[src/sv/rational_fraction_alu_macros.svh]
// assertion macros shared by the rational fraction alu
`ifndef RATIONAL_FRACTION_ALU_MACROS_SVH
`define RATIONAL_FRACTION_ALU_MACROS_SVH

// same-cycle implication
`define RFA_ASSERT_SAME(lbl, ante, cons, msg) \
	lbl: assert property (@(posedge clk) disable iff (!arst_n) (ante) |-> (cons)) \
		else $error(msg);

// next-cycle implication
`define RFA_ASSERT_NEXT(lbl, ante, cons, msg) \
	lbl: assert property (@(posedge clk) disable iff (!arst_n) (ante) |=> (cons)) \
		else $error(msg);

`endif

[src/sv/rfa_pkg.sv]
// types, constants and micro-program for the rational fraction alu
package rfa_pkg;

	localparam int W = 32;
	localparam int CNT_W = $clog2(W + 1);
	localparam int NREG = 8;
	localparam int RA_W = $clog2(NREG);
	localparam int LD_W = 2;
	localparam int PC_W = 6;

	localparam logic [W-1:0] MINV = {1'b1, {(W-1){1'b0}}};

	localparam logic [2:0] CMD_ADD = 3'd0;
	localparam logic [2:0] CMD_SUB = 3'd1;
	localparam logic [2:0] CMD_MUL = 3'd2;
	localparam logic [2:0] CMD_DIV = 3'd3;

	localparam logic [1:0] ST_OK   = 2'd0;
	localparam logic [1:0] ST_ZERO = 2'd1;
	localparam logic [1:0] ST_OVF  = 2'd2;

	localparam logic [LD_W-1:0] LD_LAST = 2'd3;

	// register file map
	localparam logic [RA_W-1:0] R_AN = 3'd0;
	localparam logic [RA_W-1:0] R_AD = 3'd1;
	localparam logic [RA_W-1:0] R_BN = 3'd2;
	localparam logic [RA_W-1:0] R_BD = 3'd3;
	localparam logic [RA_W-1:0] R_T0 = 3'd4;
	localparam logic [RA_W-1:0] R_T1 = 3'd5;
	localparam logic [RA_W-1:0] R_T2 = 3'd6;
	localparam logic [RA_W-1:0] R_T3 = 3'd7;

	localparam logic [PC_W-1:0] PC_ADD = 6'd0;
	localparam logic [PC_W-1:0] PC_SUB = 6'd11;
	localparam logic [PC_W-1:0] PC_MUL = 6'd22;
	localparam logic [PC_W-1:0] PC_DIV = 6'd34;
	localparam logic [PC_W-1:0] PC_RED = 6'd46;

	typedef struct packed {
		logic [2:0]          command;
		logic signed [W-1:0] a_num;
		logic signed [W-1:0] a_den;
		logic signed [W-1:0] b_num;
		logic signed [W-1:0] b_den;
	} in_word_t;

	typedef struct packed {
		logic signed [W-1:0] res_num;
		logic signed [W-1:0] res_den;
		logic [1:0]          status;
	} out_word_t;

	typedef enum logic [3:0] {
		OP_END, OP_ADD, OP_SUB, OP_MUL, OP_DIV, OP_GCD, OP_TSTN, OP_TSTB, OP_NEGC
	} op_t;

	typedef struct packed {
		op_t             op;
		logic [RA_W-1:0] rd;
		logic [RA_W-1:0] ra;
		logic [RA_W-1:0] rb;
	} uop_t;

	typedef enum logic [2:0] {
		C_IDLE, C_LOAD, C_FETCH, C_EXEC, C_WAIT, C_CAPT
	} ctrl_state_t;

	typedef enum logic [1:0] {
		DP_IDLE, DP_DIV, DP_GCD_CHK, DP_GCD_DIV
	} dp_state_t;

	typedef struct packed {
		logic            load_in;
		logic            clr_flags;
		logic            wr_load;
		logic [LD_W-1:0] load_idx;
		logic            start;
		op_t             op;
		logic [RA_W-1:0] rd;
		logic [RA_W-1:0] ra;
		logic [RA_W-1:0] rb;
		logic            capture;
	} dp_cmd_t;

	typedef struct packed {
		logic done;
	} dp_sts_t;

	function automatic uop_t mk(input op_t op, input logic [RA_W-1:0] rd,
		input logic [RA_W-1:0] ra, input logic [RA_W-1:0] rb);
		uop_t u;
		u.op = op;
		u.rd = rd;
		u.ra = ra;
		u.rb = rb;
		return u;
	endfunction

	// end entries read numerator and denominator for the result
	function automatic uop_t uop_rom(input logic [PC_W-1:0] pc);
		uop_t u;
		case (pc)
			// add
			6'd0:  u = mk(OP_GCD,  R_T0, R_AD, R_BD);
			6'd1:  u = mk(OP_DIV,  R_T1, R_BD, R_T0);
			6'd2:  u = mk(OP_DIV,  R_T2, R_AD, R_T0);
			6'd3:  u = mk(OP_MUL,  R_T3, R_AN, R_T1);
			6'd4:  u = mk(OP_MUL,  R_T2, R_BN, R_T2);
			6'd5:  u = mk(OP_ADD,  R_AN, R_T3, R_T2);
			6'd6:  u = mk(OP_MUL,  R_AD, R_AD, R_T1);
			6'd7:  u = mk(OP_TSTN, R_AN, R_AD, R_AD);
			6'd8:  u = mk(OP_NEGC, R_AN, R_AN, R_AN);
			6'd9:  u = mk(OP_NEGC, R_AD, R_AD, R_AD);
			6'd10: u = mk(OP_END,  R_AN, R_AN, R_AD);
			// subtract
			6'd11: u = mk(OP_GCD,  R_T0, R_AD, R_BD);
			6'd12: u = mk(OP_DIV,  R_T1, R_BD, R_T0);
			6'd13: u = mk(OP_DIV,  R_T2, R_AD, R_T0);
			6'd14: u = mk(OP_MUL,  R_T3, R_AN, R_T1);
			6'd15: u = mk(OP_MUL,  R_T2, R_BN, R_T2);
			6'd16: u = mk(OP_SUB,  R_AN, R_T3, R_T2);
			6'd17: u = mk(OP_MUL,  R_AD, R_AD, R_T1);
			6'd18: u = mk(OP_TSTN, R_AN, R_AD, R_AD);
			6'd19: u = mk(OP_NEGC, R_AN, R_AN, R_AN);
			6'd20: u = mk(OP_NEGC, R_AD, R_AD, R_AD);
			6'd21: u = mk(OP_END,  R_AN, R_AN, R_AD);
			// multiply
			6'd22: u = mk(OP_GCD,  R_T0, R_AN, R_BD);
			6'd23: u = mk(OP_GCD,  R_T1, R_BN, R_AD);
			6'd24: u = mk(OP_DIV,  R_T2, R_AN, R_T0);
			6'd25: u = mk(OP_DIV,  R_T3, R_BN, R_T1);
			6'd26: u = mk(OP_DIV,  R_AD, R_AD, R_T1);
			6'd27: u = mk(OP_DIV,  R_BD, R_BD, R_T0);
			6'd28: u = mk(OP_MUL,  R_AN, R_T2, R_T3);
			6'd29: u = mk(OP_MUL,  R_AD, R_AD, R_BD);
			6'd30: u = mk(OP_TSTN, R_AN, R_AD, R_AD);
			6'd31: u = mk(OP_NEGC, R_AN, R_AN, R_AN);
			6'd32: u = mk(OP_NEGC, R_AD, R_AD, R_AD);
			6'd33: u = mk(OP_END,  R_AN, R_AN, R_AD);
			// divide
			6'd34: u = mk(OP_GCD,  R_T0, R_AN, R_BN);
			6'd35: u = mk(OP_GCD,  R_T1, R_BD, R_AD);
			6'd36: u = mk(OP_DIV,  R_T2, R_AN, R_T0);
			6'd37: u = mk(OP_DIV,  R_T3, R_BD, R_T1);
			6'd38: u = mk(OP_DIV,  R_AD, R_AD, R_T1);
			6'd39: u = mk(OP_DIV,  R_BN, R_BN, R_T0);
			6'd40: u = mk(OP_MUL,  R_AN, R_T2, R_T3);
			6'd41: u = mk(OP_MUL,  R_AD, R_AD, R_BN);
			6'd42: u = mk(OP_TSTN, R_AN, R_AD, R_AD);
			6'd43: u = mk(OP_NEGC, R_AN, R_AN, R_AN);
			6'd44: u = mk(OP_NEGC, R_AD, R_AD, R_AD);
			6'd45: u = mk(OP_END,  R_AN, R_AN, R_AD);
			// reduce
			6'd46: u = mk(OP_TSTB, R_AN, R_AN, R_AD);
			6'd47: u = mk(OP_NEGC, R_AN, R_AN, R_AN);
			6'd48: u = mk(OP_NEGC, R_AD, R_AD, R_AD);
			6'd49: u = mk(OP_GCD,  R_T0, R_AN, R_AD);
			6'd50: u = mk(OP_TSTN, R_AN, R_AD, R_AD);
			6'd51: u = mk(OP_NEGC, R_AN, R_AN, R_AN);
			6'd52: u = mk(OP_NEGC, R_AD, R_AD, R_AD);
			6'd53: u = mk(OP_DIV,  R_AN, R_AN, R_T0);
			6'd54: u = mk(OP_DIV,  R_AD, R_AD, R_T0);
			default: u = mk(OP_END, R_AN, R_AN, R_AD);
		endcase
		return u;
	endfunction

	// command bit 2 picks reduce
	function automatic logic [PC_W-1:0] start_pc(input logic [2:0] c);
		logic [PC_W-1:0] p;
		if (c[2]) begin
			p = PC_RED;
		end else begin
			case (c)
				CMD_ADD: p = PC_ADD;
				CMD_SUB: p = PC_SUB;
				CMD_MUL: p = PC_MUL;
				CMD_DIV: p = PC_DIV;
				default: p = PC_RED;
			endcase
		end
		return p;
	endfunction

endpackage

[src/sv/rfa_divider.sv]
// iterative restoring unsigned divider, one quotient bit per cycle
module rfa_divider (
	input  logic                  clk,
	input  logic                  arst_n,
	input  logic                  start,
	input  logic [rfa_pkg::W-1:0] dividend,
	input  logic [rfa_pkg::W-1:0] divisor,
	output logic                  done,
	output logic [rfa_pkg::W-1:0] quo,
	output logic [rfa_pkg::W-1:0] rem
);
	import rfa_pkg::*;

	logic             run_q;
	logic             done_q;
	logic [CNT_W-1:0] cnt_q;
	logic [W-1:0]     quo_q;
	logic [W-1:0]     rem_q;
	logic [W-1:0]     dr_q;
	logic [W:0]       shifted;
	logic [W:0]       trial;

	assign shifted = {rem_q, quo_q[W-1]};
	assign trial   = shifted - {1'b0, dr_q};

	always_ff @(posedge clk or negedge arst_n) begin
		if (!arst_n) begin
			run_q  <= 1'b0;
			done_q <= 1'b0;
			cnt_q  <= '0;
		end else begin
			done_q <= 1'b0;
			if (start) begin
				run_q <= 1'b1;
				cnt_q <= CNT_W'(W);
			end else if (run_q) begin
				cnt_q <= cnt_q - CNT_W'(1);
				if (cnt_q == CNT_W'(1)) begin
					run_q  <= 1'b0;
					done_q <= 1'b1;
				end
			end
		end
	end

	always_ff @(posedge clk) begin
		if (start) begin
			quo_q <= dividend;
			rem_q <= '0;
			dr_q  <= divisor;
		end else if (run_q) begin
			if (!trial[W]) begin
				rem_q <= trial[W-1:0];
				quo_q <= {quo_q[W-2:0], 1'b1};
			end else begin
				rem_q <= shifted[W-1:0];
				quo_q <= {quo_q[W-2:0], 1'b0};
			end
		end
	end

	assign done = done_q;
	assign quo  = quo_q;
	assign rem  = rem_q;

endmodule

[src/sv/rfa_datapath.sv]
// register file, arithmetic, gcd loop and result register
module rfa_datapath (
	input  logic               clk,
	input  logic               arst_n,
	input  rfa_pkg::in_word_t  in_data,
	input  rfa_pkg::dp_cmd_t   cmd,
	output rfa_pkg::dp_sts_t   sts,
	output rfa_pkg::out_word_t res
);
	import rfa_pkg::*;

	logic [W-1:0]        mem_q [0:NREG-1];
	logic signed [W-1:0] rda_q;
	logic signed [W-1:0] rdb_q;
	in_word_t            in_q;
	out_word_t           res_q;
	logic signed [W-1:0] opa_q;
	logic signed [W-1:0] opb_q;
	logic [W-1:0]        x_q;
	logic [W-1:0]        y_q;
	logic                cond_q;
	logic                zero_q;
	logic                ovf_q;
	dp_state_t           dps_q;
	dp_state_t           dps_d;

	logic                we;
	logic [RA_W-1:0]     waddr;
	logic [W-1:0]        wdata;
	logic                done;
	logic                set_zero;
	logic                set_ovf;
	logic                div_start;
	logic [W-1:0]        div_nd;
	logic [W-1:0]        div_dr;
	logic                div_done;
	logic [W-1:0]        div_quo;
	logic [W-1:0]        div_rem;

	logic [W-1:0]          mag_a;
	logic [W-1:0]          mag_b;
	logic signed [W-1:0]   sum;
	logic signed [W-1:0]   diff;
	logic signed [2*W-1:0] prod;
	logic                  add_ovf;
	logic                  sub_ovf;
	logic                  mul_ovf;
	logic                  sdiff;
	logic [W-1:0]          ld_word;

	assign mag_a   = rda_q[W-1] ? W'(-rda_q) : W'(rda_q);
	assign mag_b   = rdb_q[W-1] ? W'(-rdb_q) : W'(rdb_q);
	assign sum     = rda_q + rdb_q;
	assign diff    = rda_q - rdb_q;
	assign prod    = rda_q * rdb_q;
	assign add_ovf = (rda_q[W-1] == rdb_q[W-1]) && (sum[W-1] != rda_q[W-1]);
	assign sub_ovf = (rda_q[W-1] != rdb_q[W-1]) && (diff[W-1] != rda_q[W-1]);
	// product fits only if the upper half is a sign extension
	assign mul_ovf = !((&prod[2*W-1:W-1]) || !(|prod[2*W-1:W-1]));
	assign sdiff   = opa_q[W-1] ^ opb_q[W-1];

	always_comb begin
		case (cmd.load_idx)
			2'd0:    ld_word = in_q.a_num;
			2'd1:    ld_word = in_q.a_den;
			2'd2:    ld_word = in_q.b_num;
			default: ld_word = in_q.b_den;
		endcase
	end

	rfa_divider u_div (
		.clk      (clk),
		.arst_n   (arst_n),
		.start    (div_start),
		.dividend (div_nd),
		.divisor  (div_dr),
		.done     (div_done),
		.quo      (div_quo),
		.rem      (div_rem)
	);

	always_comb begin
		we        = 1'b0;
		waddr     = cmd.rd;
		wdata     = '0;
		done      = 1'b0;
		set_zero  = 1'b0;
		set_ovf   = 1'b0;
		div_start = 1'b0;
		div_nd    = x_q;
		div_dr    = y_q;
		dps_d     = dps_q;
		case (dps_q)
			DP_IDLE: begin
				if (cmd.start) begin
					case (cmd.op)
						OP_ADD: begin
							we      = 1'b1;
							wdata   = sum;
							set_ovf = add_ovf;
							done    = 1'b1;
						end
						OP_SUB: begin
							we      = 1'b1;
							wdata   = diff;
							set_ovf = sub_ovf;
							done    = 1'b1;
						end
						OP_MUL: begin
							we      = 1'b1;
							wdata   = prod[W-1:0];
							set_ovf = mul_ovf;
							done    = 1'b1;
						end
						OP_NEGC: begin
							we      = 1'b1;
							wdata   = cond_q ? W'(-rda_q) : W'(rda_q);
							set_ovf = cond_q && (rda_q == MINV);
							done    = 1'b1;
						end
						OP_DIV: begin
							if (rdb_q == '0) begin
								// divide by zero gives zero and carries on
								we       = 1'b1;
								set_zero = 1'b1;
								done     = 1'b1;
							end else begin
								div_start = 1'b1;
								div_nd    = mag_a;
								div_dr    = mag_b;
								dps_d     = DP_DIV;
							end
						end
						OP_GCD: begin
							dps_d = DP_GCD_CHK;
						end
						default: begin
							done = 1'b1;
						end
					endcase
				end
			end
			DP_DIV: begin
				if (div_done) begin
					we      = 1'b1;
					wdata   = sdiff ? W'(-div_quo) : div_quo;
					set_ovf = (opa_q == MINV) && (opb_q == '1);
					done    = 1'b1;
					dps_d   = DP_IDLE;
				end
			end
			DP_GCD_CHK: begin
				if (y_q == '0) begin
					we       = 1'b1;
					wdata    = x_q;
					set_zero = (x_q == '0);
					set_ovf  = (x_q == MINV);
					done     = 1'b1;
					dps_d    = DP_IDLE;
				end else begin
					div_start = 1'b1;
					dps_d     = DP_GCD_DIV;
				end
			end
			DP_GCD_DIV: begin
				if (div_done) begin
					dps_d = DP_GCD_CHK;
				end
			end
			default: begin
				dps_d = DP_IDLE;
			end
		endcase
		if (cmd.wr_load) begin
			we    = 1'b1;
			waddr = RA_W'(cmd.load_idx);
			wdata = ld_word;
		end
	end

	always_ff @(posedge clk or negedge arst_n) begin
		if (!arst_n) begin
			dps_q  <= DP_IDLE;
			cond_q <= 1'b0;
			zero_q <= 1'b0;
			ovf_q  <= 1'b0;
		end else begin
			dps_q <= dps_d;
			if (cmd.clr_flags) begin
				zero_q <= 1'b0;
				ovf_q  <= 1'b0;
			end else begin
				zero_q <= zero_q | set_zero;
				ovf_q  <= ovf_q | set_ovf;
			end
			if (cmd.start && cmd.op == OP_TSTN) begin
				cond_q <= rda_q[W-1];
			end else if (cmd.start && cmd.op == OP_TSTB) begin
				cond_q <= rda_q[W-1] & rdb_q[W-1];
			end
		end
	end

	always_ff @(posedge clk) begin
		if (cmd.load_in) begin
			in_q <= in_data;
		end
		if (we) begin
			mem_q[waddr] <= wdata;
		end
		rda_q <= mem_q[cmd.ra];
		rdb_q <= mem_q[cmd.rb];
		if (cmd.start) begin
			opa_q <= rda_q;
			opb_q <= rdb_q;
		end
		if (cmd.start && cmd.op == OP_GCD && dps_q == DP_IDLE) begin
			x_q <= mag_a;
			y_q <= mag_b;
		end else if (dps_q == DP_GCD_DIV && div_done) begin
			x_q <= y_q;
			y_q <= div_rem;
		end
		if (cmd.capture) begin
			res_q.res_num <= rda_q;
			res_q.res_den <= rdb_q;
			if (zero_q || rdb_q == '0) begin
				res_q.status <= ST_ZERO;
			end else if (ovf_q) begin
				res_q.status <= ST_OVF;
			end else begin
				res_q.status <= ST_OK;
			end
		end
	end

	assign sts.done = done;
	assign res      = res_q;

endmodule

[src/sv/rfa_ctrl.sv]
// micro-program sequencer and handshake control
module rfa_ctrl (
	input  logic             clk,
	input  logic             arst_n,
	input  logic             in_valid,
	input  logic [2:0]       command,
	output logic             in_ready,
	output logic             out_valid,
	input  logic             out_ready,
	output rfa_pkg::dp_cmd_t cmd,
	input  rfa_pkg::dp_sts_t sts
);
	import rfa_pkg::*;

	ctrl_state_t     st_q;
	ctrl_state_t     st_d;
	logic [PC_W-1:0] pc_q;
	logic [PC_W-1:0] pc_d;
	logic [LD_W-1:0] ld_q;
	logic [LD_W-1:0] ld_d;
	logic            ov_q;
	logic            ov_d;
	uop_t            u;

	assign u = uop_rom(pc_q);

	always_ff @(posedge clk or negedge arst_n) begin
		if (!arst_n) begin
			st_q <= C_IDLE;
			pc_q <= '0;
			ld_q <= '0;
			ov_q <= 1'b0;
		end else begin
			st_q <= st_d;
			pc_q <= pc_d;
			ld_q <= ld_d;
			ov_q <= ov_d;
		end
	end

	always_comb begin
		st_d     = st_q;
		pc_d     = pc_q;
		ld_d     = ld_q;
		ov_d     = ov_q && !out_ready;
		cmd      = '0;
		cmd.op   = u.op;
		cmd.rd   = u.rd;
		cmd.ra   = u.ra;
		cmd.rb   = u.rb;
		in_ready = (st_q == C_IDLE);
		case (st_q)
			C_IDLE: begin
				if (in_valid) begin
					cmd.load_in   = 1'b1;
					cmd.clr_flags = 1'b1;
					pc_d          = start_pc(command);
					ld_d          = '0;
					st_d          = C_LOAD;
				end
			end
			C_LOAD: begin
				cmd.wr_load  = 1'b1;
				cmd.load_idx = ld_q;
				ld_d         = ld_q + LD_W'(1);
				if (ld_q == LD_LAST) begin
					st_d = C_FETCH;
				end
			end
			C_FETCH: begin
				// register file read happens on this edge
				st_d = (u.op == OP_END) ? C_CAPT : C_EXEC;
			end
			C_EXEC: begin
				cmd.start = 1'b1;
				if (sts.done) begin
					pc_d = pc_q + PC_W'(1);
					st_d = C_FETCH;
				end else begin
					st_d = C_WAIT;
				end
			end
			C_WAIT: begin
				if (sts.done) begin
					pc_d = pc_q + PC_W'(1);
					st_d = C_FETCH;
				end
			end
			C_CAPT: begin
				if (!ov_q || out_ready) begin
					cmd.capture = 1'b1;
					ov_d        = 1'b1;
					st_d        = C_IDLE;
				end
			end
			default: begin
				st_d = C_IDLE;
			end
		endcase
	end

	assign out_valid = ov_q;

endmodule

[src/sv/rational_fraction_alu.sv]
// Rational fraction ALU: add, subtract, multiply or divide two signed 32-bit
// fractions, or reduce one, one word at a time. A micro-program steps through
// the command; each step is a register read followed by an execute. A divide
// step waits on the serial divider, and a gcd step runs one Euclid modulo
// step through it per iteration. Add and subtract cost one gcd, two divides
// and seven steps that finish without the divider; multiply and divide cost
// two gcds and four divides; reduce costs one gcd and two divides. A word is
// accepted, its four fields are loaded into the register file, the
// micro-program runs and the result is captured. The time a word takes is
// set by the number of modulo steps through the one shared divider; a zero
// divisor skips the serial divider. Input is refused while a word is in
// progress; the result register lets the next word be taken before the
// previous result has been read.
`include "rational_fraction_alu_macros.svh"

module rational_fraction_alu (
	input  logic               clk,
	input  logic               arst_n,
	input  logic               in_valid,
	output logic               in_ready,
	input  rfa_pkg::in_word_t  in_data,
	output logic               out_valid,
	input  logic               out_ready,
	output rfa_pkg::out_word_t out_data
);
	import rfa_pkg::*;

	dp_cmd_t dp_cmd;
	dp_sts_t dp_sts;

	rfa_ctrl u_ctrl (
		.clk       (clk),
		.arst_n    (arst_n),
		.in_valid  (in_valid),
		.command   (in_data.command),
		.in_ready  (in_ready),
		.out_valid (out_valid),
		.out_ready (out_ready),
		.cmd       (dp_cmd),
		.sts       (dp_sts)
	);

	rfa_datapath u_dp (
		.clk     (clk),
		.arst_n  (arst_n),
		.in_data (in_data),
		.cmd     (dp_cmd),
		.sts     (dp_sts),
		.res     (out_data)
	);

	`RFA_ASSERT_NEXT(a_busy_after_accept, in_valid && in_ready, !in_ready, "accepted word did not block input")
	`RFA_ASSERT_SAME(a_done_only_busy, dp_sts.done, !in_ready, "datapath finished a step while idle")
	`RFA_ASSERT_SAME(a_ok_den_positive, out_valid && out_data.status == ST_OK, !out_data.res_den[W-1] && out_data.res_den != '0, "ok result with non-positive denominator")

endmodule

[config.mk]
export PLATFORM = sky130hd
export DESIGN_NAME = rational_fraction_alu
export DESIGN_NICKNAME = d
export VERILOG_FILES = /design/src/sv/rfa_pkg.sv /design/src/sv/rfa_divider.sv /design/src/sv/rfa_datapath.sv /design/src/sv/rfa_ctrl.sv /design/src/sv/rational_fraction_alu.sv
export VERILOG_INCLUDE_DIRS = /design/src /design/src/sv
export SDC_FILE = /design/constraint.sdc
export NUM_CORES = 2
export LEC_CHECK = 0
export BUFFER_PORTS_ARGS = -buffer_cell sky130_fd_sc_hd__buf_4
export CAP_MARGIN = 5
export CORE_MARGIN = 8
export CORE_UTILIZATION = 35
export DETAILED_ROUTE_END_ITERATION = 16
export GPL_ROUTABILITY_DRIVEN = 0
export PLACE_DENSITY = 0.46
export REMOVE_ABC_BUFFERS = 1
export SYNTH_ARGS = -nofsm -noshare
export SYNTH_HDL_FRONTEND = slang
export SYNTH_HIERARCHICAL = 1
export SYNTH_SLANG_ARGS = --single-unit
[constraint.sdc]
create_clock -name clk -period 12.9 [get_ports clk]
set_clock_uncertainty 0.05 [all_clocks]
set_input_delay 1.29 -clock clk [delete_from_list [all_inputs] [get_ports clk]]
set_output_delay 1.29 -clock clk [all_outputs]
set_load 0.01 [all_outputs]
Word level (Yosys, flattened, before mapping)
Memory sizes are Yosys's and may differ from the RTL's. A register that Yosys moved wholly into a read port is not among the register bits.
Index checks and enable logic that the tools add are counted.
- equal/unequal tests: 41
- $add $sub $neg: 9
- reduce and logical (&&, ||, !) cells: 38
- multiply operators: 1
- bitwise gates (word level): 4
- muxes and demuxes: 96
- operators by type and width (cell ; number):
    $mux W32 ; 23
    $pmux W32 S3 ; 2
    $eq A32 B32 Y1 const B ; 4
    $pmux W32 S4 ; 1
    $logic_not A32 Y1 ; 3
    $neg A32 Y32 ; 3
    $mul A32 B32 Y64 ; 1
    $mux W1 ; 34
    $reduce_and A33 Y1 ; 1
    $reduce_or A33 Y1 ; 1
    $sub A33 B32 Y33 ; 1
    $add A32 B32 Y32 ; 1
    $sub A32 B32 Y32 ; 1
    $mux W6 ; 5
    $mux W3 ; 8
    $pmux W6 S4 ; 1
    $mux W2 ; 9
    $pmux W3 S6 ; 1
    $eq A4 B3 Y1 const B ; 4
    $eq A3 B2 Y1 const B ; 4
    $pmux W6 S2 ; 1
    $logic_and A1 B1 Y1 ; 10
    $reduce_bool A2 Y1 ; 5
    $pmux W1 S3 ; 3
    other kinds (35) ; 62
- ROM bits: 832
- bits in writable memories: 256
- flip-flop bits (word level): 443
- memories: 2
- memories (memory ; words ; width ; rd ports ; clocked after Yosys merged registers in ; write ports ; RTL line ; RTL):
    (no name shown) ; 64 ; 13 ; 1 ; 0 ; 0 ; rfa_pkg.sv:103 ; case (pc)
    u_dp.mem_q ; 8 ; 32 ; 2 ; 2 ; 1 ; rfa_datapath.sv:12 ; logic [W-1:0] mem_q [0:NREG-1];

Depth between registers and ports, before layout
- depth in word-level cells: 10
- gate-level depth with buffers: 33
- mapped depth without buffers: 30

Cells and area by module
The synthesis kept the hierarchy.
- modules (own cells, without submodules) (module ; instances ; area each (um^2) ; cells each):
    rfa_datapath ; 1 ; 67443.4 ; 6122
    rfa_divider ; 1 ; 5970.7 ; 569
    rfa_ctrl ; 1 ; 1983.2 ; 278

Worst setup path after synthesis
No wires, ideal clock.
- path type: reg-to-reg
- start point: reg u_dp.rda_q[31] (read register of u_dp.mem_q)
- end point: reg u_dp.ovf_q
- arrival time: 8.624 ns
- setup time: 0.127 ns
- data required time: 12.723 ns
- stages on the path, launching flop included: 33
- slack: 4.099 ns
- cells stage by stage: dfxtp_1 -> clkbuf_1 -> clkbuf_1 -> buf_1 -> nand2_1 -> inv_1 -> fa_1 -> inv_1 -> fa_1 -> inv_1 -> fa_1 -> inv_1 -> fa_1 -> fa_1 -> fa_1 -> fa_1 -> fa_1 -> inv_1 -> ha_1 -> clkbuf_1 -> and4_1 -> nand2b_1 -> a2111oi_0 -> a21oi_1 -> a211o_1 -> nand4_1 -> or4b_1 -> nor4_1 -> nand4_1 -> nor4_1 -> nand3_1 -> nand4_1 -> nand2_1
- cells in the longest elaborated chain, start to end: 10
- elaborated cells between the ends (all ways): 21
- those cells by class: 2 x add/sub; 1 x mul; 5 x eq/ne; 4 x mux; 1 x bitwise; 8 x reduce/logical
- ends and longest elaborated chain (item ; RTL line ; RTL):
    start, declared ; rfa_datapath.sv:13 ; logic signed [W-1:0] rda_q;
    $mul A32 B32 Y64 ; rfa_datapath.sv:55 ; assign prod = rda_q * rdb_q;
    $reduce_or A33 Y1 ; rfa_datapath.sv:59 ; assign mul_ovf = !((&prod[2*W-1:W-1]) || !(|prod[2*W-1:W-1]));
    $logic_not A1 Y1 ; rfa_datapath.sv:59 ;
    $logic_or A1 B1 Y1 ; rfa_datapath.sv:59 ;
    $logic_not A1 Y1 ; rfa_datapath.sv:59 ;
    $pmux W1 S4 (*) ; rfa_datapath.sv:96 ; case (cmd.op)
    $mux W1 (*) ; rfa_datapath.sv:95 ; if (cmd.start) begin
    $pmux W1 S3 (*) ; rfa_datapath.sv:93 ; case (dps_q)
    $or A1 B1 Y1 (*) ; rfa_datapath.sv:194 ; ovf_q <= ovf_q | set_ovf;
    $mux W1 (*) ; rfa_datapath.sv:189 ; if (cmd.clr_flags) begin
    end signal, assigned ; rfa_datapath.sv:194 ;
    end, declared ; rfa_datapath.sv:23 ; logic ovf_q;
Mark *: on every way between the ends. The rest lies on a longest branch, timed or not.
A chain may end at the register's enable or synchronous reset.

Worst setup path in the final report
Same ends and word-level chain as after synthesis.

==> results.cfg <==
[clock_tree]
holdBufCountCts = 0
cts_tree = done
cts-buffers-inserted = 92
clk_pin_slew_worst_paths_ns = 0.06
cts.sink_count = 763
clkLatencyLatePin_ns = 0.76
cts.repair_timing.setup_buffer_count = 0
clock_tree.buffer_depth = 3
cts_root_buffer = sky130_fd_sc_hd__clkbuf_16
cts_max_level = 3
postCtsResizedCells = 0

[worst_setup_path]
cp.required_ns = 13.42
critPathCaptureType = flip-flop
critical_path.slowest_cell = sky130_fd_sc_hd__inv_1
r2r_cells = 29
worst_r2r_endpoint = u_dp/ovf_q$_DFF_PN0_
setup.reg_to_reg.worst_slack_ns = 2.27
crit_fanout = 61
critical_path.reg2reg.startpoint = u_dp/rda_q[31]$_DFF_P_
critical_path_arrival_ns = 11.14
worst-setup-path-type = flip-flop to flip-flop
critPathLaunch = u_dp/rda_q[31]$_DFF_P_
critical_path.startpoint_type = flip-flop
cp_common_cell = sky130_fd_sc_hd__fa_1
slowest_delay_ns = 0.74

[logic_synthesis]
sequential_area_share_after_synthesis = 0.289
share_of_synthesized_cell_area_in_and_or_nand_and_nor_gates = 0.127
syn_avg_cell_area_sq_um = 10.8
synth.distinct_cells = 107
synth_warnings = 6
yosysMostFrequentCell = sky130_fd_sc_hd__fa_1
syn-cell-area_sq_um = 75400
post_synth_fa_ha_maj_area_fraction = 0.338
synth_area_leaders = sky130_fd_sc_hd__fa_1 29%, sky130_fd_sc_hd__edfxtp_1 26%, sky130_fd_sc_hd__ha_1 5.0%
largest_family_of_logic_cells_by_synthesized_area = adder cells
netlist_top_cells_count = 1085 x sky130_fd_sc_hd__fa_1, 868 x sky130_fd_sc_hd__nand2_1, 859 x sky130_fd_sc_hd__inv_1
syn_inst = 6969
synth.top_cell.area_share = 0.288
synth_area_leader_cell = sky130_fd_sc_hd__fa_1
compound_cell_area_share_of_the_yosys_netlist = 0.0837
yosys_most_used_dff = sky130_fd_sc_hd__edfxtp_1
synth-xor-area-share = 0.0265
number_of_flops_mapped_to_enable_cells_by_yosys = 642
synth_async_sr_flop_share = 0.0328
post_synth_mux_area_share = 0.0692
ys_ff_latch = 763

[sta]
fmaxAchievable_ghz = 0.0941
worst_slew_margin_rel = 0.216
hold_violations = 0
rsz0062_at_grt = false
report.final.setup_viol = 0
tightest_slew_ns = 1.16
final_critical_path_time_including_i_o_delays_and_setup_ns = 10.63
fin_crit_sh = 0.824
final.setup.tns_ns = 0
slew_violations = 0
setup_slack_ns = 2.27

[flow_run]
max_cap_violations = 0

[worst_hold_path]
hp-start = u_dp/u_div/rem[5]$_SDFFE_PP0P_
hold_path.class = flip-flop to flip-flop
min_to = u_dp/u_div/rem[5]$_SDFFE_PP0P_
hold-path-cell-count = 2

[die]
die_w_um = 480
core.rowCount = 170
dieHeight_um = 480
core_sq_um = 214000
top_level_ports = 203
start_util = 0.352
dieArea_sq_um = 231000

[global_routing]
grt_max_degree = 77
groute.layer.met1.usage = 0.312
grt_use_total = 0.237
first_global_vias = 57700
grt_busiest_layer = met2
global_route.usage.met3 = 0.0403
number_of_antenna_violations_at_the_first_check_in_global_routing = 17
wire_length_of_the_first_global_routing_pass_mm = 403
gr-usage-met2 = 0.391
globalRouteOverflowTotal = 0

[pwr]
vdd_ir_drop_max_mv = 0.0859
power_leakage_nw = 36.7
power_density_nw_per_um2 = 66.8
report.power.total_mw = 5.56

[drt]
dr.pass1.iters = 6
detailedRoute.firstIterationViolations = 4955
route.vias.total = 54300
wire_per_inst_um = 27.9
drc = 0
ant_nets = 0
detail_route.vias_per_cell = 5.50
detail_route.wirelength_mm = 276

[cells_and_area]
area_growth_pct = 10.3
final_nets = 8479
reg_with_most_ffs = u_dp/mem_q
max_reg_flops = 256
layout-drive-gt1-share = 0.126
stdcell_count = 9888
fillerInstances = 21100

[placement]
post-dp-hpwl_mm = 206
dpl.cell_count = 9704
pre_cts_slack_ns = 2.33
placement.io_buffers = 202

[run_status]
run_status = complete, no violations
## per-stage QoR
step / hold slack [ns] / cell area (sq um) / utilization
floorplan: 0.420 / 73600 / -
global placement: 0.441 / 80000 / 0.373
detailed placement: 0.451 / 80000 / 0.373
CTS: 0.422 / 83100 / 0.388
global route: 0.471 / 83100 / 0.388
finish: 0.460 / 83100 / 0.388
## how the worst max path moves through the flow
stage               slack (ns)  cells past startpoint                          end
finish                    2.27                     29         u_dp/ovf_q$_DFF_PN0_
global route              1.57                     29         u_dp/ovf_q$_DFF_PN0_
detailed placement        2.33                     29         u_dp/ovf_q$_DFF_PN0_
floorplan                 1.38                      8  u_dp/u_div/quo[0]$_DFFE_PP_
CTS                       2.22                     29         u_dp/ovf_q$_DFF_PN0_
global placement          2.32                     29         u_dp/ovf_q$_DFF_PN0_
## cell type report
class	instances	area [sq um]	share of cell area
repair buffers	340	2560	0.0309
flip-flops and latches	763	21900	0.263
clock buffers	123	2520	0.0303
well taps	2838	3550	0.0427
multi-input cells	4902	48800	0.587
inverters	861	3230	0.0389
diodes	15	37.5	0.000452
clock inverters	46	532	0.00640
## report_power, final
group / leakage, nW / internal [mW] / switching (mW)
Sequential: 6.29 / 2.64 / 0.000786
Combinational: 29.0 / 0.101 / 0.155
Clock: 1.47 / 1.52 / 1.13
Total: 36.7 / 4.27 / 1.29
## placed cells by master, fill, tap and decap left out, types with 19 or more instances in the layout
master and n:
sky130_fd_sc_hd__fa_1 1085, sky130_fd_sc_hd__nand2_1 867, sky130_fd_sc_hd__inv_1 856, sky130_fd_sc_hd__edfxtp_1 642, sky130_fd_sc_hd__and2_1 381, sky130_fd_sc_hd__buf_4 339
sky130_fd_sc_hd__nor2_1 330, sky130_fd_sc_hd__ha_1 299, sky130_fd_sc_hd__a21oi_1 275, sky130_fd_sc_hd__o21ai_0 240, sky130_fd_sc_hd__mux4_2 160, sky130_fd_sc_hd__xnor2_1 126
sky130_fd_sc_hd__mux2_2 100, sky130_fd_sc_hd__xor2_1 94, sky130_fd_sc_hd__clkbuf_16 92, sky130_fd_sc_hd__dfxtp_2 62, sky130_fd_sc_hd__nand2b_1 61, sky130_fd_sc_hd__nand3_1 52
sky130_fd_sc_hd__nand4_1 51, sky130_fd_sc_hd__a21o_1 50, sky130_fd_sc_hd__nor3_1 50, sky130_fd_sc_hd__nor4_1 47, sky130_fd_sc_hd__mux2i_1 46, sky130_fd_sc_hd__a211oi_1 42
sky130_fd_sc_hd__o221ai_1 34, sky130_fd_sc_hd__dfxtp_1 34, sky130_fd_sc_hd__a31oi_1 33, sky130_fd_sc_hd__o31ai_1 31, sky130_fd_sc_hd__o211ai_1 28, sky130_fd_sc_hd__or3_1 28
sky130_fd_sc_hd__dfrtp_1 25, sky130_fd_sc_hd__a221o_1 25, sky130_fd_sc_hd__a222oi_1 23, sky130_fd_sc_hd__a22oi_1 22, sky130_fd_sc_hd__clkbuf_1 21, sky130_fd_sc_hd__o21a_1 21
sky130_fd_sc_hd__nor2b_1 19
## worst max-delay path: cells and delay by family, from the launching register on
| family | cells | cell delay [ns] |
|---|---|---|
| xor+xnor | 1 | 0.33 |
| flops | 1 | 0.32 |
| fa+ha+maj | 9 | 4.80 |
| compound gates | 7 | 1.27 |
| simple gates | 6 | 1.71 |
| buf+inv | 6 | 1.91 |
## logic make-up (layout without fill, tap and decap cells)
kind of cell	count (synthesis)	count (layout)
xor gates and xnor gates	224	224
and+or+nand+nor	2011	2011
AOI/OAI and AO/OA	975	975
adders and majority gates	1384	1384
buffers and inverters	1304	1370
other	0	15
muxes	308	308
DFF	763	763
## layer usage
metal	up-vias	routed length [um]
met5	-	7
met4	2	12600
met3	424	18600
met2	2015	131000
met1	28600	113000
li1	23300	-
Power figures use the tool's default switching activity.
